$ cat src/rtl/prime_field_alu_defines.svh
// Assertion macros shared by the prime field ALU modules.
`ifndef PRIME_FIELD_ALU_DEFINES_SVH
`define PRIME_FIELD_ALU_DEFINES_SVH

`ifndef ASSERT_OFF
// Checks that the property holds at every clock edge outside reset.
`define PFA_ASSERT(label, clk, rst_n, prop, msg) \
    label: assert property (@(posedge clk) disable iff (!rst_n) prop) else $error(msg);
// Checks that the expression never holds outside reset.
`define PFA_ASSERT_NEVER(label, clk, rst_n, expr, msg) \
    label: assert property (@(posedge clk) disable iff (!rst_n) !(expr)) else $error(msg);
`else
`define PFA_ASSERT(label, clk, rst_n, prop, msg)
`define PFA_ASSERT_NEVER(label, clk, rst_n, expr, msg)
`endif

`endif

$ cat src/rtl/pfa_pkg.sv
`timescale 1ns / 1ps
`default_nettype none

package pfa_pkg;

    localparam int DATA_WIDTH = 16;
    localparam int SW = DATA_WIDTH + 2;
    localparam int STEP_W = $clog2(2 * DATA_WIDTH + 1);

    localparam logic [DATA_WIDTH-1:0] MOD_RESET = DATA_WIDTH'(65521);

    localparam logic [2:0] MODE_ADD = 3'd0;
    localparam logic [2:0] MODE_SUB = 3'd1;
    localparam logic [2:0] MODE_MUL = 3'd2;
    localparam logic [2:0] MODE_DIV = 3'd3;
    localparam logic [2:0] MODE_NEG = 3'd4;
    localparam logic [2:0] MODE_INV = 3'd5;
    localparam logic [2:0] MODE_EQ  = 3'd6;

    localparam logic [1:0] STAT_OK    = 2'd0;
    localparam logic [1:0] STAT_ZERO  = 2'd1;
    localparam logic [1:0] STAT_NOINV = 2'd2;

    typedef enum logic [2:0] {
        OP_ADD,
        OP_SUB,
        OP_MUL,
        OP_DIV,
        OP_NEG,
        OP_INV,
        OP_EQ,
        OP_NONE
    } op_t;

    typedef struct packed {
        op_t                   op;
        logic [DATA_WIDTH-1:0] a;
        logic [DATA_WIDTH-1:0] b;
    } entry_t;

    typedef struct packed {
        logic                    start;
        logic                    wide;
        logic [2*DATA_WIDTH-1:0] dividend;
        logic [DATA_WIDTH-1:0]   divisor;
    } div_req_t;

    typedef struct packed {
        logic                  done;
        logic [DATA_WIDTH-1:0] quotient;
        logic [DATA_WIDTH-1:0] remainder;
    } div_rsp_t;

    typedef enum logic [3:0] {
        ST_IDLE,
        ST_RED_A,
        ST_WAIT_A,
        ST_RED_B,
        ST_WAIT_B,
        ST_EXEC,
        ST_EUC,
        ST_EUC_WAIT,
        ST_POST_INV,
        ST_MRED,
        ST_MWAIT
    } back_state_t;

endpackage

`default_nettype wire

$ cat src/rtl/prime_field_alu.sv
// Arithmetic unit over the integers modulo a configurable modulus.
// Input channel (in_valid/in_ready) carries one word: mode, operand_a, operand_b.
// Output channel (out_valid/out_ready) returns one word per input: result, status.
// The user must write the modulus through cfg_wr_en/cfg_wr_data while the unit is idle;
// the unit does not enforce this. Values below 2 act as 2. Operands are reduced before use.
// A two-entry queue sits behind the input, so new words are taken while a
// result waits in the output register. Items are worked one at a time.
// Add, subtract, negate and equal pass through the operand checks and the execute
// state; an operand at or above the modulus is first reduced by the divider;
// multiply adds a wide reduction of the product; invert adds one divider pass per
// Euclid step (up to about 24 steps for 16-bit moduli), and divide adds that plus a
// product reduction. Time is set by the shared bit-serial divider, which retires
// one quotient bit per cycle for every remainder.
// Reset loads the modulus with 65521 and empties the queue and output register.
// When the receiver stalls, the result holds; the queue fills and in_ready drops.
`timescale 1ns / 1ps
`default_nettype none

module prime_field_alu (
    input  wire logic                           clk,
    input  wire logic                           rst_n,
    input  wire logic                           cfg_wr_en,
    input  wire logic [pfa_pkg::DATA_WIDTH-1:0] cfg_wr_data,
    input  wire logic                           in_valid,
    output logic                                in_ready,
    input  wire logic [2:0]                     mode,
    input  wire logic [pfa_pkg::DATA_WIDTH-1:0] operand_a,
    input  wire logic [pfa_pkg::DATA_WIDTH-1:0] operand_b,
    output logic                                out_valid,
    input  wire logic                           out_ready,
    output logic [pfa_pkg::DATA_WIDTH-1:0]      result,
    output logic [1:0]                          status
);
    import pfa_pkg::*;

    logic [DATA_WIDTH-1:0] modulus_reg;
    logic                  q_valid;
    logic                  q_pop;
    entry_t                q_entry;
    div_req_t              div_req;
    div_rsp_t              div_rsp;

    // The modulus register is the only configuration state.
    always_ff @(posedge clk or negedge rst_n)
    begin
        if (!rst_n)
        begin
            modulus_reg <= MOD_RESET;
        end
        else if (cfg_wr_en)
        begin
            modulus_reg <= cfg_wr_data;
        end
    end

    // Front end: decodes the mode and buffers words.
    pfa_front u_front (
        .clk       (clk),
        .rst_n     (rst_n),
        .in_valid  (in_valid),
        .in_ready  (in_ready),
        .mode      (mode),
        .operand_a (operand_a),
        .operand_b (operand_b),
        .q_valid   (q_valid),
        .q_entry   (q_entry),
        .q_pop     (q_pop)
    );

    // Back end: sequences reduction, arithmetic and the Euclid inverse.
    pfa_back u_back (
        .clk       (clk),
        .rst_n     (rst_n),
        .modulus   (modulus_reg),
        .q_valid   (q_valid),
        .q_entry   (q_entry),
        .q_pop     (q_pop),
        .div_req   (div_req),
        .div_rsp   (div_rsp),
        .out_valid (out_valid),
        .out_ready (out_ready),
        .result    (result),
        .status    (status)
    );

    // Shared divider used for every remainder and Euclid quotient.
    pfa_div u_div (
        .clk   (clk),
        .rst_n (rst_n),
        .req   (div_req),
        .rsp   (div_rsp)
    );

endmodule

`default_nettype wire

$ cat src/rtl/pfa_front.sv
`timescale 1ns / 1ps
`default_nettype none

module pfa_front (
    input  wire logic                         clk,
    input  wire logic                         rst_n,
    input  wire logic                         in_valid,
    output logic                              in_ready,
    input  wire logic [2:0]                   mode,
    input  wire logic [pfa_pkg::DATA_WIDTH-1:0] operand_a,
    input  wire logic [pfa_pkg::DATA_WIDTH-1:0] operand_b,
    output logic                              q_valid,
    output pfa_pkg::entry_t                   q_entry,
    input  wire logic                         q_pop
);
    import pfa_pkg::*;

    entry_t     mem_reg [2];
    logic       wr_ptr_reg;
    logic       rd_ptr_reg;
    logic [1:0] count_reg;
    logic [1:0] count_next;
    logic       push;
    entry_t     in_entry;

    // Decode the mode into an operation class; the unused code becomes a no-op.
    always_comb
    begin
        in_entry.a = operand_a;
        in_entry.b = operand_b;
        unique case (mode)
            MODE_ADD: in_entry.op = OP_ADD;
            MODE_SUB: in_entry.op = OP_SUB;
            MODE_MUL: in_entry.op = OP_MUL;
            MODE_DIV: in_entry.op = OP_DIV;
            MODE_NEG: in_entry.op = OP_NEG;
            MODE_INV: in_entry.op = OP_INV;
            MODE_EQ:  in_entry.op = OP_EQ;
            default:  in_entry.op = OP_NONE;
        endcase
    end

    assign in_ready = (count_reg != 2'd2);
    assign push     = in_valid && in_ready;
    assign q_valid  = (count_reg != 2'd0);
    assign q_entry  = mem_reg[rd_ptr_reg];

    always_comb
    begin
        count_next = count_reg;
        if (push && !q_pop)
        begin
            count_next = count_reg + 2'd1;
        end
        else if (!push && q_pop)
        begin
            count_next = count_reg - 2'd1;
        end
    end

    always_ff @(posedge clk or negedge rst_n)
    begin
        if (!rst_n)
        begin
            wr_ptr_reg <= 1'b0;
            rd_ptr_reg <= 1'b0;
            count_reg  <= 2'd0;
        end
        else
        begin
            count_reg <= count_next;
            if (push)
            begin
                wr_ptr_reg <= !wr_ptr_reg;
            end
            if (q_pop)
            begin
                rd_ptr_reg <= !rd_ptr_reg;
            end
        end
    end

    always_ff @(posedge clk)
    begin
        if (push)
        begin
            mem_reg[wr_ptr_reg] <= in_entry;
        end
    end

endmodule

`default_nettype wire

$ cat src/rtl/pfa_div.sv
`timescale 1ns / 1ps
`default_nettype none
`include "prime_field_alu_defines.svh"

module pfa_div (
    input  wire logic              clk,
    input  wire logic              rst_n,
    input  wire pfa_pkg::div_req_t req,
    output pfa_pkg::div_rsp_t      rsp
);
    import pfa_pkg::*;

    localparam int W = DATA_WIDTH;
    localparam logic [STEP_W-1:0] STEPS_NARROW = STEP_W'(W);
    localparam logic [STEP_W-1:0] STEPS_WIDE   = STEP_W'(2 * W);

    logic              busy_reg;
    logic              done_reg;
    logic [STEP_W-1:0] cnt_reg;
    logic [W-1:0]      rem_reg;
    logic [2*W-1:0]    dq_reg;
    logic [W-1:0]      dsr_reg;
    logic [W:0]        rem_sh;
    logic [W:0]        rem_diff;
    logic              ge;

    // One restoring step per cycle: shift in the next dividend bit and subtract if it fits.
    assign rem_sh   = {rem_reg, dq_reg[2*W-1]};
    assign ge       = (rem_sh >= {1'b0, dsr_reg});
    assign rem_diff = rem_sh - {1'b0, dsr_reg};

    always_ff @(posedge clk or negedge rst_n)
    begin
        if (!rst_n)
        begin
            busy_reg <= 1'b0;
            done_reg <= 1'b0;
            cnt_reg  <= '0;
        end
        else
        begin
            done_reg <= 1'b0;
            if (req.start)
            begin
                busy_reg <= 1'b1;
                cnt_reg  <= req.wide ? STEPS_WIDE : STEPS_NARROW;
            end
            else if (busy_reg)
            begin
                cnt_reg <= cnt_reg - STEP_W'(1);
                if (cnt_reg == STEP_W'(1))
                begin
                    busy_reg <= 1'b0;
                    done_reg <= 1'b1;
                end
            end
        end
    end

    always_ff @(posedge clk)
    begin
        if (req.start)
        begin
            rem_reg <= '0;
            dsr_reg <= req.divisor;
            dq_reg  <= req.wide ? req.dividend : {req.dividend[W-1:0], {W{1'b0}}};
        end
        else if (busy_reg)
        begin
            rem_reg <= ge ? rem_diff[W-1:0] : rem_sh[W-1:0];
            dq_reg  <= {dq_reg[2*W-2:0], ge};
        end
    end

    assign rsp.done      = done_reg;
    assign rsp.quotient  = dq_reg[W-1:0];
    assign rsp.remainder = rem_reg;

    `PFA_ASSERT_NEVER(a_start_while_busy, clk, rst_n,
        req.start && busy_reg, "divider restarted while busy")

endmodule

`default_nettype wire

$ cat src/rtl/pfa_back.sv
`timescale 1ns / 1ps
`default_nettype none
`include "prime_field_alu_defines.svh"

module pfa_back (
    input  wire logic                           clk,
    input  wire logic                           rst_n,
    input  wire logic [pfa_pkg::DATA_WIDTH-1:0] modulus,
    input  wire logic                           q_valid,
    input  wire pfa_pkg::entry_t                q_entry,
    output logic                                q_pop,
    output pfa_pkg::div_req_t                   div_req,
    input  wire pfa_pkg::div_rsp_t              div_rsp,
    output logic                                out_valid,
    input  wire logic                           out_ready,
    output logic [pfa_pkg::DATA_WIDTH-1:0]      result,
    output logic [1:0]                          status
);
    import pfa_pkg::*;

    localparam int W  = DATA_WIDTH;
    localparam int QW = W + SW + 1;

    back_state_t           state_reg, state_next;
    op_t                   op_reg, op_next;
    logic [W-1:0]          p_reg, p_next;
    logic [W-1:0]          a_reg, a_next;
    logic [W-1:0]          b_reg, b_next;
    logic [W-1:0]          x_reg, x_next;
    logic [W-1:0]          inv_reg, inv_next;
    logic [W-1:0]          r0_reg, r0_next;
    logic [W-1:0]          r1_reg, r1_next;
    logic signed [SW-1:0]  s0_reg, s0_next;
    logic signed [SW-1:0]  s1_reg, s1_next;
    logic [2*W-1:0]        prod_reg, prod_next;
    logic [1:0]            st_reg, st_next;
    logic                  out_valid_reg, out_valid_next;
    logic [W-1:0]          result_reg, result_next;
    logic [1:0]            status_reg, status_next;

    logic [W-1:0]          p_eff;
    logic [W:0]            add_sum;
    logic [W:0]            add_red;
    logic [W:0]            sub_red;
    logic [W-1:0]          x_sel;
    logic signed [QW-1:0]  qs_prod;
    logic signed [QW-1:0]  s0_ext;
    logic signed [QW-1:0]  s_diff;
    logic signed [SW-1:0]  p_s;
    logic signed [SW-1:0]  s_adj;
    logic signed [SW-1:0]  s_fix;

    assign p_eff   = (modulus < W'(2)) ? W'(2) : modulus;
    assign add_sum = {1'b0, a_reg} + {1'b0, b_reg};
    assign add_red = (add_sum >= {1'b0, p_reg}) ? add_sum - {1'b0, p_reg} : add_sum;
    assign sub_red = (a_reg >= b_reg) ? {1'b0, a_reg} - {1'b0, b_reg}
                                      : {1'b0, a_reg} + {1'b0, p_reg} - {1'b0, b_reg};
    assign x_sel   = (op_reg == OP_INV) ? a_reg : b_reg;

    // Cofactor update s_new = s0 - q * s1, taken straight from the divider quotient.
    assign qs_prod = $signed({1'b0, div_rsp.quotient}) * s1_reg;
    assign s0_ext  = QW'(s0_reg);
    assign s_diff  = s0_ext - qs_prod;

    // Bring the final cofactor into 0..p-1.
    assign p_s   = $signed({2'b00, p_reg});
    assign s_adj = s1_reg[SW-1] ? s1_reg + p_s : s1_reg;
    assign s_fix = (s_adj >= p_s) ? s_adj - p_s : s_adj;

    always_comb
    begin
        state_next     = state_reg;
        op_next        = op_reg;
        p_next         = p_reg;
        a_next         = a_reg;
        b_next         = b_reg;
        x_next         = x_reg;
        inv_next       = inv_reg;
        r0_next        = r0_reg;
        r1_next        = r1_reg;
        s0_next        = s0_reg;
        s1_next        = s1_reg;
        prod_next      = prod_reg;
        st_next        = st_reg;
        out_valid_next = out_valid_reg && !out_ready;
        result_next    = result_reg;
        status_next    = status_reg;
        q_pop          = 1'b0;
        div_req        = '0;

        unique case (state_reg)
            ST_IDLE:
            begin
                if (q_valid && !out_valid_reg)
                begin
                    q_pop      = 1'b1;
                    op_next    = q_entry.op;
                    a_next     = q_entry.a;
                    b_next     = q_entry.b;
                    p_next     = p_eff;
                    st_next    = STAT_OK;
                    state_next = ST_RED_A;
                end
            end
            ST_RED_A:
            begin
                if (a_reg < p_reg)
                begin
                    state_next = ST_RED_B;
                end
                else
                begin
                    div_req.start    = 1'b1;
                    div_req.dividend = {{W{1'b0}}, a_reg};
                    div_req.divisor  = p_reg;
                    state_next       = ST_WAIT_A;
                end
            end
            ST_WAIT_A:
            begin
                if (div_rsp.done)
                begin
                    a_next     = div_rsp.remainder;
                    state_next = ST_RED_B;
                end
            end
            ST_RED_B:
            begin
                if (b_reg < p_reg)
                begin
                    state_next = ST_EXEC;
                end
                else
                begin
                    div_req.start    = 1'b1;
                    div_req.dividend = {{W{1'b0}}, b_reg};
                    div_req.divisor  = p_reg;
                    state_next       = ST_WAIT_B;
                end
            end
            ST_WAIT_B:
            begin
                if (div_rsp.done)
                begin
                    b_next     = div_rsp.remainder;
                    state_next = ST_EXEC;
                end
            end
            ST_EXEC:
            begin
                state_next = ST_IDLE;
                case (op_reg) inside
                    OP_ADD:
                    begin
                        out_valid_next = 1'b1;
                        result_next    = add_red[W-1:0];
                        status_next    = STAT_OK;
                    end
                    OP_SUB:
                    begin
                        out_valid_next = 1'b1;
                        result_next    = sub_red[W-1:0];
                        status_next    = STAT_OK;
                    end
                    OP_NEG:
                    begin
                        out_valid_next = 1'b1;
                        result_next    = (a_reg == '0) ? '0 : p_reg - a_reg;
                        status_next    = STAT_OK;
                    end
                    OP_EQ:
                    begin
                        out_valid_next = 1'b1;
                        result_next    = (a_reg == b_reg) ? W'(1) : '0;
                        status_next    = STAT_OK;
                    end
                    OP_MUL:
                    begin
                        prod_next  = a_reg * b_reg;
                        state_next = ST_MRED;
                    end
                    OP_INV, OP_DIV:
                    begin
                        x_next = x_sel;
                        if (x_sel == '0)
                        begin
                            st_next    = STAT_ZERO;
                            inv_next   = x_sel;
                            state_next = ST_POST_INV;
                        end
                        else
                        begin
                            r0_next    = p_reg;
                            r1_next    = x_sel;
                            s0_next    = '0;
                            s1_next    = SW'(1);
                            state_next = ST_EUC;
                        end
                    end
                    default:
                    begin
                        out_valid_next = 1'b1;
                        result_next    = '0;
                        status_next    = STAT_OK;
                    end
                endcase
            end
            ST_EUC:
            begin
                if (r1_reg > W'(1))
                begin
                    div_req.start    = 1'b1;
                    div_req.dividend = {{W{1'b0}}, r0_reg};
                    div_req.divisor  = r1_reg;
                    state_next       = ST_EUC_WAIT;
                end
                else
                begin
                    st_next    = STAT_OK;
                    inv_next   = s_fix[W-1:0];
                    state_next = ST_POST_INV;
                end
            end
            ST_EUC_WAIT:
            begin
                if (div_rsp.done)
                begin
                    if (div_rsp.remainder == '0)
                    begin
                        // Remainder above one divides the modulus: no inverse exists.
                        st_next    = STAT_NOINV;
                        inv_next   = x_reg;
                        state_next = ST_POST_INV;
                    end
                    else
                    begin
                        r0_next    = r1_reg;
                        r1_next    = div_rsp.remainder;
                        s0_next    = s1_reg;
                        s1_next    = s_diff[SW-1:0];
                        state_next = ST_EUC;
                    end
                end
            end
            ST_POST_INV:
            begin
                if (op_reg == OP_INV)
                begin
                    out_valid_next = 1'b1;
                    result_next    = inv_reg;
                    status_next    = st_reg;
                    state_next     = ST_IDLE;
                end
                else
                begin
                    prod_next  = a_reg * inv_reg;
                    state_next = ST_MRED;
                end
            end
            ST_MRED:
            begin
                div_req.start    = 1'b1;
                div_req.wide     = 1'b1;
                div_req.dividend = prod_reg;
                div_req.divisor  = p_reg;
                state_next       = ST_MWAIT;
            end
            ST_MWAIT:
            begin
                if (div_rsp.done)
                begin
                    out_valid_next = 1'b1;
                    result_next    = div_rsp.remainder;
                    status_next    = st_reg;
                    state_next     = ST_IDLE;
                end
            end
            default:
            begin
                state_next = ST_IDLE;
            end
        endcase
    end

    always_ff @(posedge clk or negedge rst_n)
    begin
        if (!rst_n)
        begin
            state_reg     <= ST_IDLE;
            out_valid_reg <= 1'b0;
        end
        else
        begin
            state_reg     <= state_next;
            out_valid_reg <= out_valid_next;
        end
    end

    always_ff @(posedge clk)
    begin
        op_reg     <= op_next;
        p_reg      <= p_next;
        a_reg      <= a_next;
        b_reg      <= b_next;
        x_reg      <= x_next;
        inv_reg    <= inv_next;
        r0_reg     <= r0_next;
        r1_reg     <= r1_next;
        s0_reg     <= s0_next;
        s1_reg     <= s1_next;
        prod_reg   <= prod_next;
        st_reg     <= st_next;
        result_reg <= result_next;
        status_reg <= status_next;
    end

    assign out_valid = out_valid_reg;
    assign result    = result_reg;
    assign status    = status_reg;

    `PFA_ASSERT(a_pop_when_free, clk, rst_n,
        q_pop |-> (state_reg == ST_IDLE) && !out_valid_reg, "pop while busy")
    `PFA_ASSERT(a_result_reduced, clk, rst_n,
        out_valid_reg |-> (result_reg < p_reg), "result not reduced")
    `PFA_ASSERT(a_status_source, clk, rst_n,
        out_valid_reg && (status_reg != STAT_OK) |-> (op_reg == OP_INV) || (op_reg == OP_DIV),
        "error status on plain op")

endmodule

`default_nettype wire
$ cat config.mk
export PLATFORM = sky130hd
export DESIGN_NAME = prime_field_alu
export DESIGN_NICKNAME = d
export VERILOG_FILES = /design/src/rtl/pfa_pkg.sv /design/src/rtl/prime_field_alu.sv /design/src/rtl/pfa_front.sv /design/src/rtl/pfa_div.sv /design/src/rtl/pfa_back.sv
export VERILOG_INCLUDE_DIRS = /design/src /design/src/rtl
export SDC_FILE = /design/constraint.sdc
export NUM_CORES = 2
export LEC_CHECK = 0
export BUFFER_PORTS_ARGS = -buffer_cell sky130_fd_sc_hd__clkbuf_2
export CORE_MARGIN = 2
export CORE_UTILIZATION = 25
export DETAILED_ROUTE_END_ITERATION = 6
export PLACE_DENSITY_LB_ADDON = 0.2
export SETUP_SLACK_MARGIN = 0.15
export SLEW_MARGIN = 40
export SYNTH_ARGS = -nofsm -noshare
export SYNTH_HDL_FRONTEND = slang
export SYNTH_HIERARCHICAL = 1
export SYNTH_SLANG_ARGS = --single-unit
$ cat constraint.sdc
create_clock -name clk -period 9.3 [get_ports clk]
set_clock_uncertainty 0.2 [all_clocks]
set_input_delay 0.465 -clock clk [delete_from_list [all_inputs] [get_ports clk]]
set_output_delay 0.465 -clock clk [all_outputs]
set_load 0.01 [all_outputs]
======== Word-level counts from Yosys, hierarchy flattened ========
Memories as Yosys holds them, arrays and structs flattened.
Index checks and enable logic that the tools add are counted.
Widths: inputs -> output; s select.
word-level totals
  output and inout port bits .............. 20
  logic and storage cells ................. 295
  flip-flop bits (word level) ............. 300
  memory bits (writable) .................. 70
  latch bits .............................. 0
  input bits .............................. 56
  memories kept ........................... 1
  memory bits (read-only) ................. 0
memory list
  name             depth  bits a word  rd ports  clocked after memory_dff  write ports  RTL line         RTL
  u_front.mem_reg  2      35           1         0                         1            pfa_front.sv:18  entry_t mem_reg [2];
operators by class
  shift-type cells ........................ 0
  mux-type cells .......................... 155
  div/mod/pow operators ................... 0
  reduce and logical (&&, ||, !) cells .... 38
  add/subtract/negate cells ............... 13
  bitwise logic cells ..................... 5
  $lt $le $gt $ge ......................... 8
  eq/ne operators ......................... 46
  $mul .................................... 3
operators with widths
  kind                count
  $mux 16             44
  $mux 32             12
  $mux 18             19
  $pmux 48 s4         1
  $pmux 16 s2         4
  $pmux 16 s3         2
  $sub 16x16->16      6
  $pmux 18 s2         2
  $mul 16x16->32      2
  $pmux 32 s2         1
  $mux 4              15
  $logic_not 16->1    3
  $pmux 4 s11         1
  $mux 2              21
  $ge 17x16->1        2
  $lt 16x16->1        2
  $mux 1              25
  $pmux 3 s7          1
  $ne 2x1->1 const B  10
  $ne 2x2->1 const B  10
  $add 18x17->18      1
  $eq 3x3->1 const B  6
  $ge 18x17->1        1
  $mul 17x18->18      1
  other kinds (39)    76

======== Logic depth before layout (Yosys ltp) ========
  depth in word-level cells ............... 11
  mapped depth ............................ 27
  mapped depth without buffers ............ 26

======== By module ========
The synthesis kept the hierarchy.
by module, submodules not included
  module           cells an instance  area each (um^2)  seq. area each (um^2)  times used
  pfa_back         4187               37952.6           6221.0                 1
  pfa_div          460                4311.6            1961.9                 1
  pfa_front        130                2881.5            2202.1                 1
  prime_field_alu  34                 665.6             416.6                  1

======== Worst setup path after synthesis ========
Ideal clock, no wire load.
  path kind ............................... register to register
  from .................................... reg u_back.a_reg[12]
  to ...................................... reg u_back.prod_reg[30], data pin
  slack ................................... 2.297 ns
  period minus slack after synthesis ...... 7.003 ns
  arrival time ............................ 6.534 ns
  stages on the path, launching flop included .. 25
  required time ........................... 8.831 ns
  buffers on the path ..................... 2
  library setup time ...................... 0.269 ns
  cell sequence ........................... edfxtp_1 clkbuf_1 clkbuf_1 nand2_1 fa_1 fa_1 fa_1 inv_1 fa_1 fa_1 inv_1 fa_1 inv_1 ha_1 a21oi_1 o22ai_1 a21oi_1 o31ai_1 a31oi_1 o21ba_2 a21oi_1 and4_1 a2111oi_0 xor2_1 mux2i_1
between the ends
  word-level cells in the longest chain between the ends .. 7
  elaborated cells between the ends (all ways) .. 9
  those cells by class .................... mul: 2; mux: 7
RTL lines
  element                         RTL line         RTL
  start: declaration              pfa_back.sv:27   logic [W-1:0] a_reg, a_next;
  start signal: assignment        pfa_back.sv:303  a_reg <= a_next;
  $mul 16x16->32                  pfa_back.sv:179  prod_next = a_reg * b_reg;
  $mux 32 (5 in a row)            pfa_back.sv:152  case (op_reg) inside
  $pmux 32 s2 *                   pfa_back.sv:91   unique case (state_reg)
  named net u_back.prod_next[30]  pfa_back.sv:35   logic [2*W-1:0] prod_reg, prod_next;
  end signal: assignment          pfa_back.sv:311  prod_reg <= prod_next;
  end: declaration                pfa_back.sv:35
The timed path passes the listed nets; every way through them passes the cells marked *. The select of a mux whose other input is x is not followed.
A chain may end at the register's enable or synchronous reset.

======== Worst setup path after layout ========
  from .................................... reg u_back.b_reg[15]
  to ...................................... reg u_back.prod_reg[31], data pin
between the ends
  word-level cells in the longest chain between the ends .. 7
RTL lines
  element                         RTL line         RTL
  start: declaration              pfa_back.sv:28   logic [W-1:0] b_reg, b_next;
  start signal: assignment        pfa_back.sv:304  b_reg <= b_next;
  $mul 16x16->32                  pfa_back.sv:179
  $mux 32 (5 in a row)            pfa_back.sv:152
  $pmux 32 s2                     pfa_back.sv:91
  named net u_back.prod_next[31]  pfa_back.sv:35
The timed path passes the listed nets, and every way through them passes these cells. The select of a mux whose other input is x is not followed.

==> flow_summary.rst <==
.. list-table::
   :header-rows: 1

   * - Metric
     - Value
   * - Area share of the largest cell type after synthesis
     - 0.2338
   * - Post-Route Hold Slack
     - 0.1894 ns
   * - FFs w/ async S/R, synth
     - 0.08919
   * - Horiz. Die Dim
     - 432.1 um
   * - Mean number of vias per cell
     - 4.746
   * - Worst reg2reg startpoint
     - u_back/b_reg[15]$_DFFE_PP_
   * - Final Max Slew Viols
     - 0
   * - Total congestion overflow after global routing
     - 0
   * - Clock root buffer
     - sky130_fd_sc_hd__clkbuf_16
   * - Final count of negative-setup-slack endpoints
     - 0
   * - Final HPWL from detailed placement
     - 128.2 mm
   * - Synth top area cells
     - sky130_fd_sc_hd__fa_1, sky130_fd_sc_hd__edfxtp_1, sky130_fd_sc_hd__ha_1
   * - Number of buffers inserted by post-CTS setup repair
     - 0
   * - Placed Area
     - 49,060 um^2
   * - Register-to-register setup slack
     - 1.47 ns
   * - Cell taking the most area after synthesis
     - sky130_fd_sc_hd__fa_1
   * - Post-synth EDFFs
     - 321
   * - Post-synth top cells
     - sky130_fd_sc_hd__inv_1, sky130_fd_sc_hd__fa_1, sky130_fd_sc_hd__nand2_1
   * - Wirelength per Cell
     - 22.53 um
   * - Element type at the critical path start
     - flop
   * - Share of the yosys chip area belonging to registers
     - 0.2358
   * - Top fanout value on the critical path
     - 9
   * - Crit path cell chain
     - clkinv_1 > nor2_1 > fa_1 > fa_1 > fa_1 > fa_1 > fa_1 > inv_1 > fa_1 > inv_1 > ha_1 > nor3_1 > nand3_1 > a311oi_1 > a22oi_1 > a41oi_1 > a21oi_1 > a31o_2 > a21o_1 > a21oi_1 > xnor2_1 > a21oi_1
   * - Final antenna-violating net count
     - 0
   * - Count of clock tree sinks
     - 370
   * - TritonCTS clock tree
     - built
   * - Overall die height
     - 432.1 um
   * - I/O Pins
     - 76
   * - Reg-to-reg critical path endpoint
     - u_back/prod_reg[31]$_DFFE_PP_
   * - Net Count, Synth
     - 5,820
   * - Critical Setup Path Class
     - flop to flop
   * - Gate count after technology mapping
     - 4,811
   * - Number of global-route vias before repair
     - 36,570
   * - Post-route DRC
     - 0
   * - CTS HTree Levels
     - 2
   * - Post-route minimum period
     - 7.827 ns
   * - Outcome
     - finished, final reports clean
   * - Core utilization of the finished layout
     - 0.2810
   * - CP max-delay cell
     - sky130_fd_sc_hd__edfxtp_1
   * - Wire length of the first global-routing pass
     - 245.6 mm
   * - # fillers
     - 19,360
   * - Clock slew at reported path FFs
     - 0.07 ns
   * - Critical path buffer and inverter count
     - 3
   * - Required time at the worst-slack endpoint
     - 9.49 ns
   * - Most prevalent standard cell on the critical path
     - sky130_fd_sc_hd__fa_1
   * - Max Freq
     - 127.8 MHz
   * - Core region area
     - 182,500 um^2
   * - Inserted Clock Buffers
     - 49
   * - Setup repair after global routing missed its margin
     - no
   * - Total die area
     - 186,700 um^2
   * - Via count of the routed design
     - 34,570
   * - Initial Util
     - 0.2510
   * - Initial antenna violation count
     - 8
   * - Syn avg cell area
     - 9.522 um^2
   * - Cell row count
     - 157
   * - Post-route setup TNS
     - 0 ns
   * - Drt first pass iters
     - 6
   * - Cell area after technology mapping
     - 45,810 um^2
   * - Count of different cell masters after synthesis
     - 93
   * - Overall global routing resource usage
     - 0.1765
   * - Type of the tightest min-delay check
     - primary input to async pin
   * - Max Buffers Root-to-Sink
     - 3
   * - Max stage delay on crit path
     - 0.66 ns
   * - Max reg flops
     - 70
   * - Total of max-cap violations
     - 0
   * - Fin nets
     - 5,864
   * - Number of buffer cells added on primary ports
     - 75
   * - Clock latency of the later-clocked register in the worst-skew pair
     - 0.66 ns
   * - Design area
     - 51,280 um^2
   * - Logic depth of the worst register-to-register path
     - 22
   * - #FFs+latches synth
     - 370
   * - Total wire length after detailed routing
     - 164.1 mm
   * - Layout-stage area growth over the synthesis result
     - 11.93%
   * - Dominant delay contributor by cell family on the critical path
     - adder cells
   * - Kind of capture point of the worst setup path
     - flop
   * - Final weighted congestion in routability-driven placement
     - 0.9286
   * - Worst slew margin relative to its limit
     - 0.3405
   * - Synth Flop Type
     - sky130_fd_sc_hd__edfxtp_1
   * - Detailed Route Iter0 Violations
     - 2,499
   * - Number of warnings printed during yosys synthesis
     - 6
   * - Pin count of the biggest net entering global routing
     - 53
   * - Transition time at the pin with the least slew margin
     - 0.9617 ns
   * - Dominant cell by count in the synthesized netlist
     - sky130_fd_sc_hd__inv_1
   * - Final hold violations
     - 0
   * - Arrival time at the worst endpoint
     - 8.01 ns
   * - Fraction of layout instances using a drive strength above 1
     - 0.09111
   * - Final worst-path cycle share
     - 0.8416
worst max path at each step:
stage,start,end,cells past startpoint
finish,u_back/b_reg[15]$_DFFE_PP_,u_back/prod_reg[31]$_DFFE_PP_,22
global route,u_back/b_reg[4]$_DFFE_PP_,u_back/prod_reg[30]$_DFFE_PP_,24
CTS,u_back/b_reg[15]$_DFFE_PP_,u_back/prod_reg[31]$_DFFE_PP_,22
detailed placement,u_back/b_reg[15]$_DFFE_PP_,u_back/prod_reg[31]$_DFFE_PP_,22
global placement,u_back/b_reg[15]$_DFFE_PP_,u_back/prod_reg[31]$_DFFE_PP_,22
floorplan,u_back/a_reg[12]$_DFFE_PP_,u_back/prod_reg[30]$_DFFE_PP_,24
what timing repair did:
item / in CTS / in global routing
resized for setup: 0 / 0
hold buffers: 54 / 0
endpoints found under the hold margin: 110 / 0
layer usage:
| metal | share of wire | global-route usage |
|---|---|---|
| met3 | 0.053 | 0.02087 |
| met5 | 0.00033 | 0.002082 |
| met2 | 0.46 | 0.2857 |
| met1 | 0.45 | 0.2421 |
| met4 | 0.039 | 0.06156 |
area by class of cell:
type / count / area, um^2 / area share
Multi-Input combinational cell: 3421 / 31070 / 0.6060
Sequential cell: 370 / 10810 / 0.2108
Tap cell: 2385 / 2984 / 0.05820
Inverter: 772 / 2898 / 0.05651
Timing Repair Buffer: 241 / 1891 / 0.03687
Clock buffer: 68 / 1359 / 0.02650
Clock inverter: 23 / 255.2 / 0.004978
Antenna cell: 4 / 10.01 / 0.0001952
cell families (layout without fill, tap and decap cells):
logic type               after synthesis  count (layout)  synth area share
AND/OR/NAND/NOR                     1356            1356            0.1392
buffers and inverters               1020            1104           0.08816
adder cells (fa/ha/maj)              953             953            0.3480
AO/OA/AOI/OAI                        740             740            0.1073
flip-flops                           370             370            0.2358
XOR/XNOR                             209             209           0.03996
multiplexers                         163             163           0.04168
other                                  0               4                 0
worst register-to-register path: stages, from the launching register on:
cell and delay (ns):
sky130_fd_sc_hd__edfxtp_1 0.66, sky130_fd_sc_hd__clkinv_1 0.59, sky130_fd_sc_hd__nor2_1 0.39, sky130_fd_sc_hd__fa_1 0.49, sky130_fd_sc_hd__fa_1 0.47, sky130_fd_sc_hd__fa_1 0.58, sky130_fd_sc_hd__fa_1 0.46, sky130_fd_sc_hd__fa_1 0.50
sky130_fd_sc_hd__inv_1 0.05, sky130_fd_sc_hd__fa_1 0.47, sky130_fd_sc_hd__inv_1 0.05, sky130_fd_sc_hd__ha_1 0.23, sky130_fd_sc_hd__nor3_1 0.34, sky130_fd_sc_hd__nand3_1 0.17, sky130_fd_sc_hd__a311oi_1 0.38, sky130_fd_sc_hd__a22oi_1 0.21
sky130_fd_sc_hd__a41oi_1 0.35, sky130_fd_sc_hd__a21oi_1 0.15, sky130_fd_sc_hd__a31o_2 0.28, sky130_fd_sc_hd__a21o_1 0.18, sky130_fd_sc_hd__a21oi_1 0.17, sky130_fd_sc_hd__xnor2_1 0.13, sky130_fd_sc_hd__a21oi_1 0.08
metrics by stage:
stage	setup slack, ns	instances
finish	1.473	7284
global route	1.029	7280
CTS	1.422	7276
detailed placement	1.450	7131
global placement	1.497	7108
floorplan	2.297	4811
layout by cell type, fill, tap and decap left out, types with 33 or more instances in the layout:
cell type                       netlist  final
sky130_fd_sc_hd__clkbuf_2             1     74
sky130_fd_sc_hd__ha_1               418    418
sky130_fd_sc_hd__buf_4               19     85
sky130_fd_sc_hd__nor2_1             301    297
sky130_fd_sc_hd__edfxtp_1           321    321
sky130_fd_sc_hd__dlygate4sd3_1        0     54
sky130_fd_sc_hd__nand3_1             52     52
sky130_fd_sc_hd__inv_1              763    763
sky130_fd_sc_hd__nand2_1            510    509
sky130_fd_sc_hd__xnor2_1            145    145
sky130_fd_sc_hd__o21ai_0            146    146
sky130_fd_sc_hd__mux2_4              39     39
sky130_fd_sc_hd__clkbuf_16            0     50
sky130_fd_sc_hd__a211oi_1            39     39
sky130_fd_sc_hd__nor2b_1             34     34
sky130_fd_sc_hd__a21oi_1            204    203
sky130_fd_sc_hd__and2_1             243    242
sky130_fd_sc_hd__nor3_1              53     50
sky130_fd_sc_hd__mux2_2              66     66
sky130_fd_sc_hd__a21o_1              68     67
sky130_fd_sc_hd__and3_1              37     36
sky130_fd_sc_hd__mux2i_1             58     53
sky130_fd_sc_hd__a22o_1              33     33
sky130_fd_sc_hd__xor2_1              64     64
sky130_fd_sc_hd__fa_1               535    535
Power is not shown: default switching activity piles up to over one toggle a cycle in this logic, so the estimate is an artifact.
